**src/rtl/core/mexp_pkg.sv**
```systemverilog
// Shared types and constants for the modular exponentiation block.
// No dependencies.
`default_nettype none
package mexp_pkg;

    localparam int DEFAULT_OPERAND_WIDTH = 32;

    typedef enum logic [3:0] {
        OP_NOP,
        OP_LOAD,
        OP_INIT_REDUCE,
        OP_INIT_ACC,
        OP_INIT_SQR,
        OP_STEP,
        OP_WB_SQ,
        OP_WB_ACC,
        OP_WB_SQR_SHIFT,
        OP_PUBLISH
    } dp_op_t;

    typedef struct packed {
        dp_op_t op;
    } dp_cmd_t;

    typedef struct packed {
        logic exp_lsb;
        logic mod_zero;
    } dp_status_t;

endpackage
`default_nettype wire

```
**src/rtl/core/mexp_datapath.sv**
```systemverilog
// Datapath: operand registers and a bit-serial modular multiplier/reducer.
// Depends on mexp_pkg; driven by mexp_controller.
`default_nettype none
module mexp_datapath #(
    parameter int OPERAND_WIDTH = mexp_pkg::DEFAULT_OPERAND_WIDTH
) (
    input  wire logic                     aclk,
    input  wire mexp_pkg::dp_cmd_t        cmd,
    output      mexp_pkg::dp_status_t     status,
    input  wire logic [OPERAND_WIDTH-1:0] in_base,
    input  wire logic [OPERAND_WIDTH-1:0] in_exponent,
    input  wire logic [OPERAND_WIDTH-1:0] in_modulus,
    output      logic [OPERAND_WIDTH-1:0] power_result,
    output      logic                     zero_modulus_error
);
    import mexp_pkg::*;

    localparam int W = OPERAND_WIDTH;

    logic [W-1:0] base_reg, exp_reg, mod_reg, acc_reg, sq_reg;
    logic [W-1:0] a_reg, b_reg, r_reg;
    logic         reduce_reg;
    logic [W-1:0] out_data_reg;
    logic         out_err_reg;

    logic [W:0]   t1, t2;
    logic [W-1:0] r1, r2, addend;

    // one bit of a*b mod m (or b mod m when reducing), MSB first
    always_comb begin
        t1     = {r_reg, reduce_reg & b_reg[W-1]};
        r1     = (t1 >= {1'b0, mod_reg}) ? W'(t1 - {1'b0, mod_reg}) : t1[W-1:0];
        addend = (!reduce_reg && b_reg[W-1]) ? a_reg : '0;
        t2     = {1'b0, r1} + {1'b0, addend};
        r2     = (t2 >= {1'b0, mod_reg}) ? W'(t2 - {1'b0, mod_reg}) : t2[W-1:0];
    end

    always_ff @(posedge aclk) begin
        case (cmd.op)
            OP_LOAD: begin
                base_reg <= in_base;
                exp_reg  <= in_exponent;
                mod_reg  <= in_modulus;
                acc_reg  <= (in_modulus == W'(1)) ? '0 : W'(1);
            end
            OP_INIT_REDUCE: begin
                r_reg      <= '0;
                reduce_reg <= 1'b1;
                b_reg      <= base_reg;
            end
            OP_INIT_ACC: begin
                r_reg      <= '0;
                reduce_reg <= 1'b0;
                a_reg      <= sq_reg;
                b_reg      <= acc_reg;
            end
            OP_INIT_SQR: begin
                r_reg      <= '0;
                reduce_reg <= 1'b0;
                a_reg      <= sq_reg;
                b_reg      <= sq_reg;
            end
            OP_STEP: begin
                r_reg <= r2;
                b_reg <= {b_reg[W-2:0], 1'b0};
            end
            OP_WB_SQ:  sq_reg  <= r_reg;
            OP_WB_ACC: acc_reg <= r_reg;
            OP_WB_SQR_SHIFT: begin
                sq_reg  <= r_reg;
                exp_reg <= {1'b0, exp_reg[W-1:1]};
            end
            OP_PUBLISH: begin
                out_data_reg <= (mod_reg == '0) ? '0 : acc_reg;
                out_err_reg  <= (mod_reg == '0);
            end
            default: ;
        endcase
    end

    assign status.exp_lsb    = exp_reg[0];
    assign status.mod_zero   = (mod_reg == '0);
    assign power_result       = out_data_reg;
    assign zero_modulus_error = out_err_reg;

endmodule
`default_nettype wire

```
**src/rtl/core/mexp_controller.sv**
```systemverilog
// Controller: sequences reduce, multiply and square passes and the handshakes.
// Depends on mexp_pkg; drives mexp_datapath.
`default_nettype none
module mexp_controller #(
    parameter int OPERAND_WIDTH = mexp_pkg::DEFAULT_OPERAND_WIDTH
) (
    input  wire logic                 aclk,
    input  wire logic                 aresetn,
    input  wire logic                 s_tvalid,
    output      logic                 s_tready,
    output      logic                 m_tvalid,
    input  wire logic                 m_tready,
    output      mexp_pkg::dp_cmd_t    cmd,
    input  wire mexp_pkg::dp_status_t status
);
    import mexp_pkg::*;

    localparam int W     = OPERAND_WIDTH;
    localparam int CNT_W = $clog2(W);
    localparam logic [CNT_W-1:0] LAST = CNT_W'(W - 1);

    typedef enum logic [3:0] {
        ST_IDLE,
        ST_START,
        ST_REDUCE,
        ST_REDUCE_WB,
        ST_DECIDE,
        ST_MUL,
        ST_MUL_WB,
        ST_SQR_INIT,
        ST_SQR,
        ST_SQR_WB,
        ST_DONE
    } state_t;

    state_t           state_reg, state_next;
    logic [CNT_W-1:0] step_cnt_reg, step_cnt_next;
    logic [CNT_W-1:0] bit_cnt_reg, bit_cnt_next;
    logic             out_valid_reg, out_valid_next;
    dp_op_t           op;

    always_comb begin
        state_next     = state_reg;
        step_cnt_next  = step_cnt_reg;
        bit_cnt_next   = bit_cnt_reg;
        out_valid_next = out_valid_reg && !m_tready;
        op             = OP_NOP;
        unique case (state_reg)
            ST_IDLE: begin
                if (s_tvalid) begin
                    op         = OP_LOAD;
                    state_next = ST_START;
                end
            end
            ST_START: begin
                if (status.mod_zero) begin
                    state_next = ST_DONE;
                end else begin
                    op            = OP_INIT_REDUCE;
                    step_cnt_next = '0;
                    state_next    = ST_REDUCE;
                end
            end
            ST_REDUCE: begin
                op            = OP_STEP;
                step_cnt_next = step_cnt_reg + 1'b1;
                if (step_cnt_reg == LAST) state_next = ST_REDUCE_WB;
            end
            ST_REDUCE_WB: begin
                op           = OP_WB_SQ;
                bit_cnt_next = '0;
                state_next   = ST_DECIDE;
            end
            ST_DECIDE: begin
                step_cnt_next = '0;
                if (status.exp_lsb) begin
                    op         = OP_INIT_ACC;
                    state_next = ST_MUL;
                end else begin
                    op         = OP_INIT_SQR;
                    state_next = ST_SQR;
                end
            end
            ST_MUL: begin
                op            = OP_STEP;
                step_cnt_next = step_cnt_reg + 1'b1;
                if (step_cnt_reg == LAST) state_next = ST_MUL_WB;
            end
            ST_MUL_WB: begin
                op         = OP_WB_ACC;
                state_next = ST_SQR_INIT;
            end
            ST_SQR_INIT: begin
                op            = OP_INIT_SQR;
                step_cnt_next = '0;
                state_next    = ST_SQR;
            end
            ST_SQR: begin
                op            = OP_STEP;
                step_cnt_next = step_cnt_reg + 1'b1;
                if (step_cnt_reg == LAST) state_next = ST_SQR_WB;
            end
            ST_SQR_WB: begin
                op           = OP_WB_SQR_SHIFT;
                bit_cnt_next = bit_cnt_reg + 1'b1;
                state_next   = (bit_cnt_reg == LAST) ? ST_DONE : ST_DECIDE;
            end
            ST_DONE: begin
                if (!out_valid_reg || m_tready) begin
                    op             = OP_PUBLISH;
                    out_valid_next = 1'b1;
                    state_next     = ST_IDLE;
                end
            end
            default: state_next = ST_IDLE;
        endcase
    end

    always_ff @(posedge aclk) begin
        if (!aresetn) begin
            state_reg     <= ST_IDLE;
            step_cnt_reg  <= '0;
            bit_cnt_reg   <= '0;
            out_valid_reg <= 1'b0;
        end else begin
            state_reg     <= state_next;
            step_cnt_reg  <= step_cnt_next;
            bit_cnt_reg   <= bit_cnt_next;
            out_valid_reg <= out_valid_next;
        end
    end

    assign s_tready = (state_reg == ST_IDLE);
    assign m_tvalid = out_valid_reg;
    assign cmd.op   = op;

endmodule
`default_nettype wire

```
**src/rtl/core/modular_exponentiation.sv**
```systemverilog
// Channel   Ports            Payload
// request   s_t*  (in)       base, exponent, modulus
// result    m_t*  (out)      power result, zero-modulus flag
//
// After its request is accepted, a result passes through a start state, a bit-serial reduce
// of the base and its write-back, then per exponent bit a decide state and a bit-serial square
// with write-back, plus a bit-serial multiply with write-back and setup when the bit is set,
// then a publish state. s_tready rises with m_tvalid. A zero modulus goes from the start state
// straight to the publish state. aresetn is synchronous, active low. Only an untaken prior
// result stalls the block, in its final state.
`default_nettype none
module modular_exponentiation #(
    parameter int OPERAND_WIDTH = mexp_pkg::DEFAULT_OPERAND_WIDTH
) (
    input  wire logic                                       aclk,
    input  wire logic                                       aresetn,
    input  wire logic                                       s_tvalid,
    output      logic                                       s_tready,
    // base_value, exponent_value, modulus_value, zero pad
    input  wire logic [((3*OPERAND_WIDTH+7)/8)*8-1:0]        s_tdata,
    output      logic                                       m_tvalid,
    input  wire logic                                       m_tready,
    // power_result, zero pad
    output      logic [((OPERAND_WIDTH+7)/8)*8-1:0]          m_tdata,
    // zero_modulus_error
    output      logic [0:0]                                 m_tuser
);
    import mexp_pkg::*;

    localparam int W       = OPERAND_WIDTH;
    localparam int M_DATA_W = ((W + 7) / 8) * 8;

    dp_cmd_t      cmd;
    dp_status_t   status;
    logic [W-1:0] power_result;
    logic         zero_modulus_error;

    mexp_controller #(.OPERAND_WIDTH(W)) u_ctrl (
        .aclk     (aclk),
        .aresetn  (aresetn),
        .s_tvalid (s_tvalid),
        .s_tready (s_tready),
        .m_tvalid (m_tvalid),
        .m_tready (m_tready),
        .cmd      (cmd),
        .status   (status)
    );

    mexp_datapath #(.OPERAND_WIDTH(W)) u_dp (
        .aclk               (aclk),
        .cmd                (cmd),
        .status             (status),
        .in_base            (s_tdata[W-1:0]),
        .in_exponent        (s_tdata[2*W-1:W]),
        .in_modulus         (s_tdata[3*W-1:2*W]),
        .power_result       (power_result),
        .zero_modulus_error (zero_modulus_error)
    );

    assign m_tdata = M_DATA_W'(power_result);
    assign m_tuser = zero_modulus_error;

endmodule
`default_nettype wire

```
**config.mk**
```make
export PLATFORM = sky130hd
export DESIGN_NAME = modular_exponentiation
export DESIGN_NICKNAME = d
export VERILOG_FILES = /design/src/rtl/core/mexp_pkg.sv /design/src/rtl/core/mexp_datapath.sv /design/src/rtl/core/mexp_controller.sv /design/src/rtl/core/modular_exponentiation.sv
export SDC_FILE = /design/constraint.sdc
export NUM_CORES = 1
export LEC_CHECK = 0
export BUFFER_PORTS_ARGS = -buffer_cell sky130_fd_sc_hd__buf_2
export CAP_MARGIN = 25
export CORE_AREA = 5 5 208 210
export DETAILED_ROUTE_END_ITERATION = 10
export DIE_AREA = 0 0 213 215
export RECOVER_POWER = 100
export SYNTH_ARGS = -nofsm -noshare
export SYNTH_HDL_FRONTEND = slang
export SYNTH_SLANG_ARGS = --single-unit
```
**constraint.sdc**
```tcl
create_clock -name aclk -period 10.75 [get_ports aclk]
set_input_delay 2.6875 -clock aclk [delete_from_list [all_inputs] [get_ports aclk]]
set_output_delay 2.6875 -clock aclk [all_outputs]
set_load 0.05 [all_outputs]
```
==> impl_metrics.csv, run 1 <==
group,metric,value,unit
job,drv_cap,11,
timing,worst_clock_skew,0.0232,ns
synth,async_flop_share,0,
die,die_x,213,microns
worst_setup_path,crit_path_max_incr_delay,0.61,ns
route,drc_errors,0,
grt,grt_pass1_vias,12400,
timing,tightest_slew,3.64,ns
synth,ys_seq_area_frac,0.514,
worst_setup_path,startpoint_type,"flip-flop",
die,die_h,215,microns
cells_and_area,drive_gt1_frac,0.109,
worst_setup_path,crit_type,"flip-flop to flip-flop",
grt,grt_max_degree,77,
grt,grtUsageTotal,0.199,
synth,ys_seq_elements,305,
route,vias,12600,
cells_and_area,final_cell_mix,"edfxtp_1 (290), nand2_1 (177), nor2_1 (110), a21oi_1 (107), ha_1 (100)",
synth,yosysWarnings,0,
worst_setup_path,path_buf_inv,3,
die,ios,135,
synth,synth_edf_count,290,
placement,gp_congestion,0.900,
worst_setup_path,critPathSlowestCell,"a2111oi_0",
clocking,cts_max_level,2,
timing,timing.final.crit_share,0.888,
cells_and_area,mostFrequentLayoutCell,"edfxtp_1",
die,initial_utilization,0.423,
route,avgRoutedWirePerCell,20.1,microns
synth,synth.avg_cell_area,11.0,sq um
die,rows,75,
clocking,clk_latency,0.57,ns
timing,maxSlewViolCount,420,
synth,synth_cell_types,87,
timing,setup_viol,0,
timing,rsz0062_at_grt,"no",
grt,grt_pass1_wl,71.2,mm
grt,antenna_found_initial,0,
route,first_pass_iters,5,
synth,synth.net_count,1802,
run_status,violations,"capacitance limit, slew limit",
timing,relSlewSlack,-1.43,
placement,dp.final_hpwl,34.2,mm
cells_and_area,nets,1932,
synth,synthCells,1599,
timing,fmax,105,MHz
clocking,cts.reportedPaths.clkPinSlew,0.06,ns
clocking,cts_root_buf,"clkbuf_16",
min_path,hold_class,"flip-flop to flip-flop",
route,via_per_inst,5.50,
synth,synthesis.area,0.0175,sq mm
run_status,status,"finished with violations",
timing,fin_crit,9.55,ns
clocking,ctsResizeCount,0,
timing,finalHoldViolations,0,
route,drtIter0Drc,873,
worst_setup_path,critPathMaxFanout,33,
die,core-area,0.0414,sq mm
timing,fin_setup_tns,0,ns
worst_setup_path,crit_required,11.04,ns
clocking,post_cts_buffers,0,
worst_setup_path,end_kind,"flip-flop",
worst_setup_path,critPathArrivalTime,9.84,ns
clocking,postCtsHoldBufs,0,
worst_setup_path,critical-path-top-delay-family,"compound AO/OA/AOI/OAI gates",
clocking,cts_buffer_depth,3,
cells_and_area,areaGrowthSynthToFinish,13.4,%
clocking,cts_buffers,38,
route,ant_nets,0,
placement,io_buffers,134,
cells_and_area,n_fill_cell,3868,
route,wl,46.1,mm
die,dieArea,0.0458,sq mm
clocking,cts_tree,"built",
grt,gr-total-overflow,0,
cells_and_area,n_antenna_cell,0,
synth,synthFlopType,"edfxtp_1",
clocking,cts.sinks,305,
-- worst paths after layout --
kind,start,end,slack [ns],depth (start not counted)
worst min-delay path,u_dp.sq_reg[28]$_DFFE_PP_,u_dp.a_reg[28]$_DFFE_PN_,0.44,0
worst max register to register,u_dp.mod_reg[1]$_DFFE_PP_,u_dp.r_reg[2]$_SDFFCE_PP0P_,1.20,35
worst max-delay path,u_dp.mod_reg[1]$_DFFE_PP_,u_dp.r_reg[2]$_SDFFCE_PP0P_,1.20,35
worst min register to register,u_dp.sq_reg[28]$_DFFE_PP_,u_dp.a_reg[28]$_DFFE_PN_,0.44,0
-- worst reg2reg max path: cells and delay by family (launching register included) --
kind | cells | cell delay (ns)
AO/OA/AOI/OAI | 17 | 4.70
adder cells (fa/ha/maj) | 3 | 1.00
buffers and inverters | 3 | 0.82
flip-flops | 1 | 0.39
multiplexers | 2 | 0.63
AND/OR/NAND/NOR | 10 | 1.72
-- through the flow --
step / hold WS (ns) / std cells / worst slack, ns / cell area (sq um) / utilization
6_report: 0.445 / 2298 / 1.20 / 19900 / 0.480
5_1_grt: 0.451 / 2298 / 0.484 / 19900 / 0.480
4_1_cts: 0.443 / 2298 / 1.71 / 20000 / 0.483
3_5_place_dp: 0.436 / 2228 / 1.74 / 18800 / 0.454
3_3_place_gp: 0.432 / 2227 / 1.57 / 18800 / 0.453
2_1_floorplan: 0.415 / 1599 / 3.18 / 17500 / -
-- final cells by class --
cell class / instances / area [sq um] / share of cell area
Tap cell: 539 / 674 / 0.0339
Inverter: 65 / 244 / 0.0123
Multi-Input combinational cell: 1167 / 8020 / 0.403
Clock inverter: 24 / 239 / 0.0120
Timing Repair Buffer: 152 / 707 / 0.0356
Clock buffer: 46 / 981 / 0.0494
Sequential cell: 305 / 9010 / 0.453
-- routing by layer --
metal,up-vias,GRT usage,share of wire
met5,-,0,0
met4,0,0.0585,0.024
met3,54,0.0322,0.061
met2,385,0.274,0.40
li1,6176,-,-
met1,6021,0.319,0.51
-- cell families after synthesis --
logic type | count (synthesis) | share of synthesized area
muxes | 61 | 0.0428
adders and majority gates | 103 | 0.0748
DFF | 305 | 0.514
and+or+nand+nor | 541 | 0.151
AOI/OAI and AO/OA | 378 | 0.144
buffers and inverters | 127 | 0.0316
xor gates and xnor gates | 84 | 0.0420
-- cells in the mapped netlist (all sizes together), types with 15 or more instances --
master | count | area, sq um
a22oi | 24 | 180
ha | 100 | 1250
nor2 | 113 | 434
nor4 | 20 | 125
mux2 | 31 | 450
a21oi | 109 | 557
mux2i | 30 | 300
edfxtp | 290 | 8710
a21o | 44 | 332
xor2 | 31 | 272
o21a | 22 | 165
and2 | 70 | 438
nand4 | 17 | 106
xnor2 | 53 | 464
inv | 65 | 244
nor2b | 50 | 320
nand3 | 20 | 100
nand2 | 177 | 664
clkbuf | 51 | 193
dfxtp | 15 | 300
nor3 | 31 | 160
o21ai | 65 | 329
Power of run 1 is not shown: default switching activity piles up to over one toggle a cycle in this logic, so the estimate is an artifact.
==> inputs of run 2 (changes only) <==
CORE_AREA = 5 5 250 179   (was 5 5 208 210)
DIE_AREA = 0 0 255 184   (was 0 0 213 215)
SLEW_MARGIN = 40   (was unset)
SYNTH_HIERARCHICAL = 1   (was unset)
==> run 2 against run 1 <==
- the run still ends with capacitance limit, slew limit left
- cell area grew 0.28%
- area after synthesis grew 1.5%
- flip-flop and latch count is the same
- clock-buffer cell count down 1
- worst hold slack gained 0.0092 ns
- register-to-register slack improved by 0.26 ns
- first-iteration DRC count rose by 76%
- die area is 2.5% higher
- non-clock buffer count did not move
- routed wire length rose by 5.1%
- critical endpoint is now u_dp/r_reg[9]$_SDFFCE_PP0P_
==> impl_metrics.csv, run 2 <==
group,metric,value,unit
worst_setup_path,critPathArrivalTime,9.46,ns
route,first_pass_iters,7,
synth,synth.most_common_cell,"edfxtp_1",
die,dieArea,0.0469,sq mm
clocking,cts.sinks,305,
timing,setup_viol,0,
timing,tightest_slew,3.10,ns
route,drtIter0Drc,1536,
die,die_x,255,microns
clocking,ctsResizeCount,0,
timing,maxSlewViolCount,467,
grt,grtUsageTotal,0.202,
job,drv_cap,12,
synth,synth_cell_types,84,
cells_and_area,areaGrowthSynthToFinish,12.1,%
synth,async_flop_share,0,
grt,gr-total-overflow,0,
timing,fin_setup_tns,0,ns
worst_setup_path,end_kind,"flip-flop",
worst_setup_path,critPathMaxFanout,18,
worst_setup_path,critPathSlowestCell,"a221oi_1",
worst_setup_path,startpoint_type,"flip-flop",
route,ant_nets,0,
min_path,min_delay_path_depth,0,
route,wl,48.5,mm
grt,antenna_found_initial,1,
worst_setup_path,r2r_cells,34,
min_path,hold_end,"u_dp/a_reg[23]$_DFFE_PN_",
die,ios,135,
synth,synth.avg_cell_area,11.0,sq um
die,die_h,184,microns
worst_setup_path,cpMostUsedCell,"nand2_1",
synth,yosysWarnings,6,
min_path,min_from,"u_dp/sq_reg[23]$_DFFE_PP_",
worst_setup_path,critical-path-top-delay-family,"compound AO/OA/AOI/OAI gates",
synth,synthFlopType,"edfxtp_1",
clocking,cts_buffers,34,
timing,rsz0062_at_grt,"no",
cells_and_area,drive_gt1_frac,0.104,
timing,timing.final.crit_share,0.864,
cells_and_area,nets,1935,
die,core-area,0.0419,sq mm
die,rows,63,
route,vias,13100,
route,avgRoutedWirePerCell,21.0,microns
placement,io_buffers,134,
worst_setup_path,crit_type,"flip-flop to flip-flop",
cells_and_area,mostFrequentLayoutCell,"edfxtp_1",
synth,synth_top_cell_area_share,0.490,
synth,synthTopCellsByArea,"edfxtp_1 (49%), ha_1 (7.0%), a21oi_1 (4.1%)",
route,via_per_inst,5.69,
worst_setup_path,rr_startpoint,"u_dp/mod_reg[3]$_DFFE_PP_",
timing,finalHoldViolations,0,
synth,synth_common_cells,"edfxtp_1 (290), a21oi_1 (146), nor2_1 (116)",
clocking,cts_tree,"built",
clocking,cts_max_level,2,
synth,synth.net_count,1819,
timing,worst_clock_skew,0.0253,ns
timing,relSlewSlack,-1.07,
clocking,cts.reportedPaths.clkPinSlew,0.06,ns
clocking,post_cts_buffers,0,
clocking,cts_root_buf,"clkbuf_16",
synth,ys_seq_area_frac,0.507,
timing,fmax,108,MHz
clocking,clk_latency,0.53,ns
worst_setup_path,worstSetupPathDepth,34,
worst_setup_path,reg2reg_to,"u_dp/r_reg[9]$_SDFFCE_PP0P_",
synth,synth_edf_count,290,
run_status,status,"finished with violations",
clocking,cts_buffer_depth,3,
worst_setup_path,crit_path_max_incr_delay,0.63,ns
die,initial_utilization,0.424,
synth,synthCells,1616,
grt,grt_pass1_wl,73.3,mm
cells_and_area,n_fill_cell,3927,
synth,synthesis.area,0.0178,sq mm
placement,dp.final_hpwl,36.5,mm
placement,gp_congestion,0.941,
grt,grt_pass1_vias,12200,
grt,grt_max_degree,65,
timing,fin_crit,9.29,ns
worst_setup_path,r2r_setup_slack,1.46,ns
worst_setup_path,path_buf_inv,3,
route,drc_errors,0,
min_path,hold_class,"flip-flop to flip-flop",
clocking,postCtsHoldBufs,0,
worst_setup_path,crit_required,10.92,ns
synth,ys_seq_elements,305,
synth,yosysTopAreaCell,"edfxtp_1",
cells_and_area,final_cell_mix,"edfxtp_1 (290), a21oi_1 (146), nor2_1 (115), nand2_1 (101), ha_1 (100)",
run_status,violations,"capacitance limit, slew limit",
## run 2: cell count changes in the layout (fill, tap and decap cells not counted), moves of 9 or more
| cell | delta |
|---|---|
| nand2b_1 | +11 |
| a222oi_1 | -9 |
| a21oi_1 | +39 |
| nor3_1 | -13 |
| o21ai_0 | +21 |
| nand2_1 | -76 |
| mux2_1 | +27 |
| mux2_2 | +29 |
| o21a_1 | -13 |
| mux2_4 | -27 |
| a22oi_1 | +13 |
## run 2: layout make-up
| type | instances | area, sq um | share of cell area |
|---|---|---|---|
| Antenna cell | 1 | 2.50 | 0.000126 |
| Sequential cell | 305 | 9010 | 0.452 |
| Inverter | 59 | 221 | 0.0111 |
| Clock buffer | 45 | 943 | 0.0473 |
| Clock inverter | 15 | 175 | 0.00879 |
| Timing Repair Buffer | 152 | 691 | 0.0347 |
| Tap cell | 552 | 691 | 0.0347 |
| Multi-Input combinational cell | 1180 | 8200 | 0.411 |
## run 2: worst max path at each step
stage / to / slack [ns] / startpoint
2_1_floorplan: u_dp/acc_reg[0]$_DFFE_PP_ / 1.62 / m_tready
3_3_place_gp: u_dp/r_reg[3]$_SDFFCE_PP0P_ / 2.13 / u_dp/mod_reg[1]$_DFFE_PP_
3_5_place_dp: u_dp/r_reg[9]$_SDFFCE_PP0P_ / 2.07 / u_dp/r_reg[2]$_SDFFCE_PP0P_
4_1_cts: u_dp/r_reg[9]$_SDFFCE_PP0P_ / 2.06 / u_dp/mod_reg[3]$_DFFE_PP_
5_1_grt: u_dp/r_reg[9]$_SDFFCE_PP0P_ / 0.63 / u_dp/mod_reg[3]$_DFFE_PP_
6_report: u_dp/r_reg[9]$_SDFFCE_PP0P_ / 1.46 / u_dp/mod_reg[3]$_DFFE_PP_
## run 2: metrics by stage
| stage | instance area (sq um) | instances | setup WS [ns] | util | hold WS, ns |
|---|---|---|---|---|---|
| after floorplan | 17800 | 1616 | 1.62 | - | 0.414 |
| after global placement | 19000 | 2244 | 2.13 | 0.452 | 0.435 |
| after detailed placement | 19100 | 2248 | 2.07 | 0.454 | 0.439 |
| after CTS | 20200 | 2308 | 2.06 | 0.481 | 0.448 |
| after global routing | 19900 | 2308 | 0.634 | 0.475 | 0.464 |
| final | 19900 | 2309 | 1.46 | 0.475 | 0.454 |
## run 2: kinds of logic after synthesis
group / after synthesis / share of synthesized area
adder cells (fa/ha/maj): 103 / 0.0737
multiplexers: 85 / 0.0521
flip-flops: 305 / 0.507
AO/OA/AOI/OAI: 426 / 0.155
buffers and inverters: 131 / 0.0315
XOR/XNOR: 83 / 0.0409
AND/OR/NAND/NOR: 483 / 0.141
## run 2: layer usage
layer	wire, microns	up-vias	GRT usage
met5	0	-	0
met4	579	0	0.0322
met3	4440	46	0.0458
met2	17000	498	0.241
met1	26500	6301	0.359
li1	-	6282	-
Power of run 2 is left out for the same reason.
==> inputs of run 3 (changes only) <==
MAX_ROUTING_LAYER = met4   (was unset)
==> run 3 against run 2 <==
- largest cell class unchanged
- fmax is essentially flat
- final cell count is essentially flat
- clock skew is essentially flat
- critical path depth shrank 2
- global-route usage grew 0.63 points
- routed wire length is essentially flat
- clock-buffer cell count shrank 1
- core utilization is essentially flat
- worst hold slack lost 0.0074 ns
- the run still ends with capacitance limit, slew limit left
- via count shrank 0.54%
- cell area shrank 0.10%
==> impl_metrics.csv, run 3 (synthesis gave the netlist of run 2 again) <==
group,metric,value,unit
placement,gp_congestion,0.955,
die,die_x,255,microns
timing,fmax,108,MHz
worst_setup_path,crit_required,10.95,ns
clocking,postCtsHoldBufs,0,
timing,finalHoldViolations,0,
cells_and_area,nets,1936,
route,first_pass_iters,6,
die,rows,63,
grt,grt_pass1_wl,73.5,mm
die,dieArea,0.0469,sq mm
grt,antenna_found_initial,1,
timing,setup_viol,0,
placement,io_buffers,134,
run_status,status,"finished with violations",
worst_setup_path,critPathSlowestCell,"a221oi_1",
worst_setup_path,critical-path-top-delay-family,"compound AO/OA/AOI/OAI gates",
worst_setup_path,rr_startpoint,"u_dp/mod_reg[1]$_DFFE_PP_",
die,core-area,0.0419,sq mm
timing,fin_setup_tns,0,ns
die,initial_utilization,0.424,
min_path,hold_end,"u_dp/a_reg[31]$_DFFE_PN_",
route,avgRoutedWirePerCell,21.0,microns
min_path,min_from,"u_dp/sq_reg[31]$_DFFE_PP_",
grt,grtUsageTotal,0.208,
cells_and_area,n_fill_cell,3920,
worst_setup_path,crit_type,"flip-flop to flip-flop",
clocking,cts_root_buf,"clkbuf_16",
run_status,violations,"capacitance limit, slew limit",
worst_setup_path,critPathArrivalTime,9.48,ns
placement,dp.final_hpwl,36.5,mm
worst_setup_path,startpoint_type,"flip-flop",
cells_and_area,drive_gt1_frac,0.103,
worst_setup_path,r2r_setup_slack,1.47,ns
timing,maxSlewViolCount,401,
worst_setup_path,crit_path_max_incr_delay,0.66,ns
timing,relSlewSlack,-0.718,
route,ant_nets,0,
clocking,ctsResizeCount,0,
cells_and_area,final_cell_mix,"edfxtp_1 (290), a21oi_1 (147), nor2_1 (115), nand2_1 (101), ha_1 (100)",
die,ios,135,
grt,grt_pass1_vias,12300,
cells_and_area,multi_input_area,0.00820,sq mm
clocking,cts_buffer_depth,3,
worst_setup_path,path_buf_inv,4,
worst_setup_path,reg2reg_to,"u_dp/r_reg[3]$_SDFFCE_PP0P_",
clocking,cts_tree,"built",
route,via_per_inst,5.66,
timing,rsz0062_at_grt,"no",
worst_setup_path,r2r_cells,32,
clocking,clk_latency,0.55,ns
cells_and_area,ff_latch_area,0.00901,sq mm
min_path,min_delay_path_depth,0,
cells_and_area,areaGrowthSynthToFinish,12.0,%
timing,fin_crit,9.28,ns
worst_setup_path,critPathMaxFanout,29,
worst_setup_path,end_kind,"flip-flop",
route,drtIter0Drc,1304,
clocking,post_cts_buffers,0,
timing,timing.final.crit_share,0.863,
grt,grt_max_degree,71,
route,wl,48.5,mm
die,die_h,184,microns
clocking,cts.sinks,305,
clocking,cts.reportedPaths.clkPinSlew,0.06,ns
worst_setup_path,cpMostUsedCell,"ha_1",
timing,worst_clock_skew,0.0252,ns
cells_and_area,n_antenna_cell,0,
clocking,cts_buffers,34,
timing,tightest_slew,2.58,ns
grt,gr-total-overflow,0,
job,drv_cap,11,
cells_and_area,mostFrequentLayoutCell,"edfxtp_1",
min_path,hold_class,"flip-flop to flip-flop",
clocking,cts_max_level,2,
route,vias,13100,
route,drc_errors,0,
## run 3: cell types whose count changed in the layout (fill, tap and decap cells not counted), moves of 3 or more
cell,change
and2_1,+6
and2_0,-6
mux2_2,-3
mux2_1,+3
## run 3: worst max-delay path by stage
stage | from | end | slack (ns) | cells after the start
CTS | u_dp/mod_reg[3]$_DFFE_PP_ | u_dp/r_reg[3]$_SDFFCE_PP0P_ | 1.94 | 32
global route | u_dp/mod_reg[3]$_DFFE_PP_ | u_dp/r_reg[3]$_SDFFCE_PP0P_ | 0.88 | 32
detailed placement | u_dp/mod_reg[1]$_DFFE_PP_ | u_dp/r_reg[3]$_SDFFCE_PP0P_ | 2.02 | 32
global placement | u_dp/mod_reg[1]$_DFFE_PP_ | u_dp/r_reg[5]$_SDFFCE_PP0P_ | 1.95 | 33
finish | u_dp/mod_reg[1]$_DFFE_PP_ | u_dp/r_reg[3]$_SDFFCE_PP0P_ | 1.47 | 32
floorplan | m_tready | u_dp/acc_reg[0]$_DFFE_PP_ | 1.62 | 7
## run 3: cell type report
type	instances	share of cell area
timing repair buffer	153	0.0353
clock inverter	15	0.00742
clock buffer	44	0.0473
multi-input combinational	1180	0.412
tap	552	0.0347
inverter	59	0.0111
sequential	305	0.453
## run 3: worst reg2reg max path, delay by kind of cell, from the launching register on
kind,cells,cell delay [ns]
buffers and inverters,4,1.11
AO/OA/AOI/OAI,19,5.10
flip-flops,1,0.41
adder cells (fa/ha/maj),3,0.91
multiplexers,2,0.68
AND/OR/NAND/NOR,4,0.77
## run 3: metrics by stage
step                      hold WS (ns)  cells   util  setup slack [ns]  area [sq um]
final                            0.446   2308  0.475              1.47         19900
after floorplan                  0.414   1616      -              1.62         17800
after global routing             0.463   2308  0.475             0.876         19900
after CTS                        0.443   2307  0.480              1.94         20100
after global placement           0.435   2243  0.452              1.95         19000
after detailed placement         0.432   2248  0.454              2.02         19000
## run 3: metal layers
layer | share of wire | vias up | global-route usage
li1 | - | 6290 | -
met1 | 0.54 | 6241 | 0.353
met2 | 0.35 | 476 | 0.240
met3 | 0.095 | 49 | 0.0561
met4 | 0.012 | 0 | 0.0333
met5 | 0 | - | -
Power of run 3 is left out for the same reason.
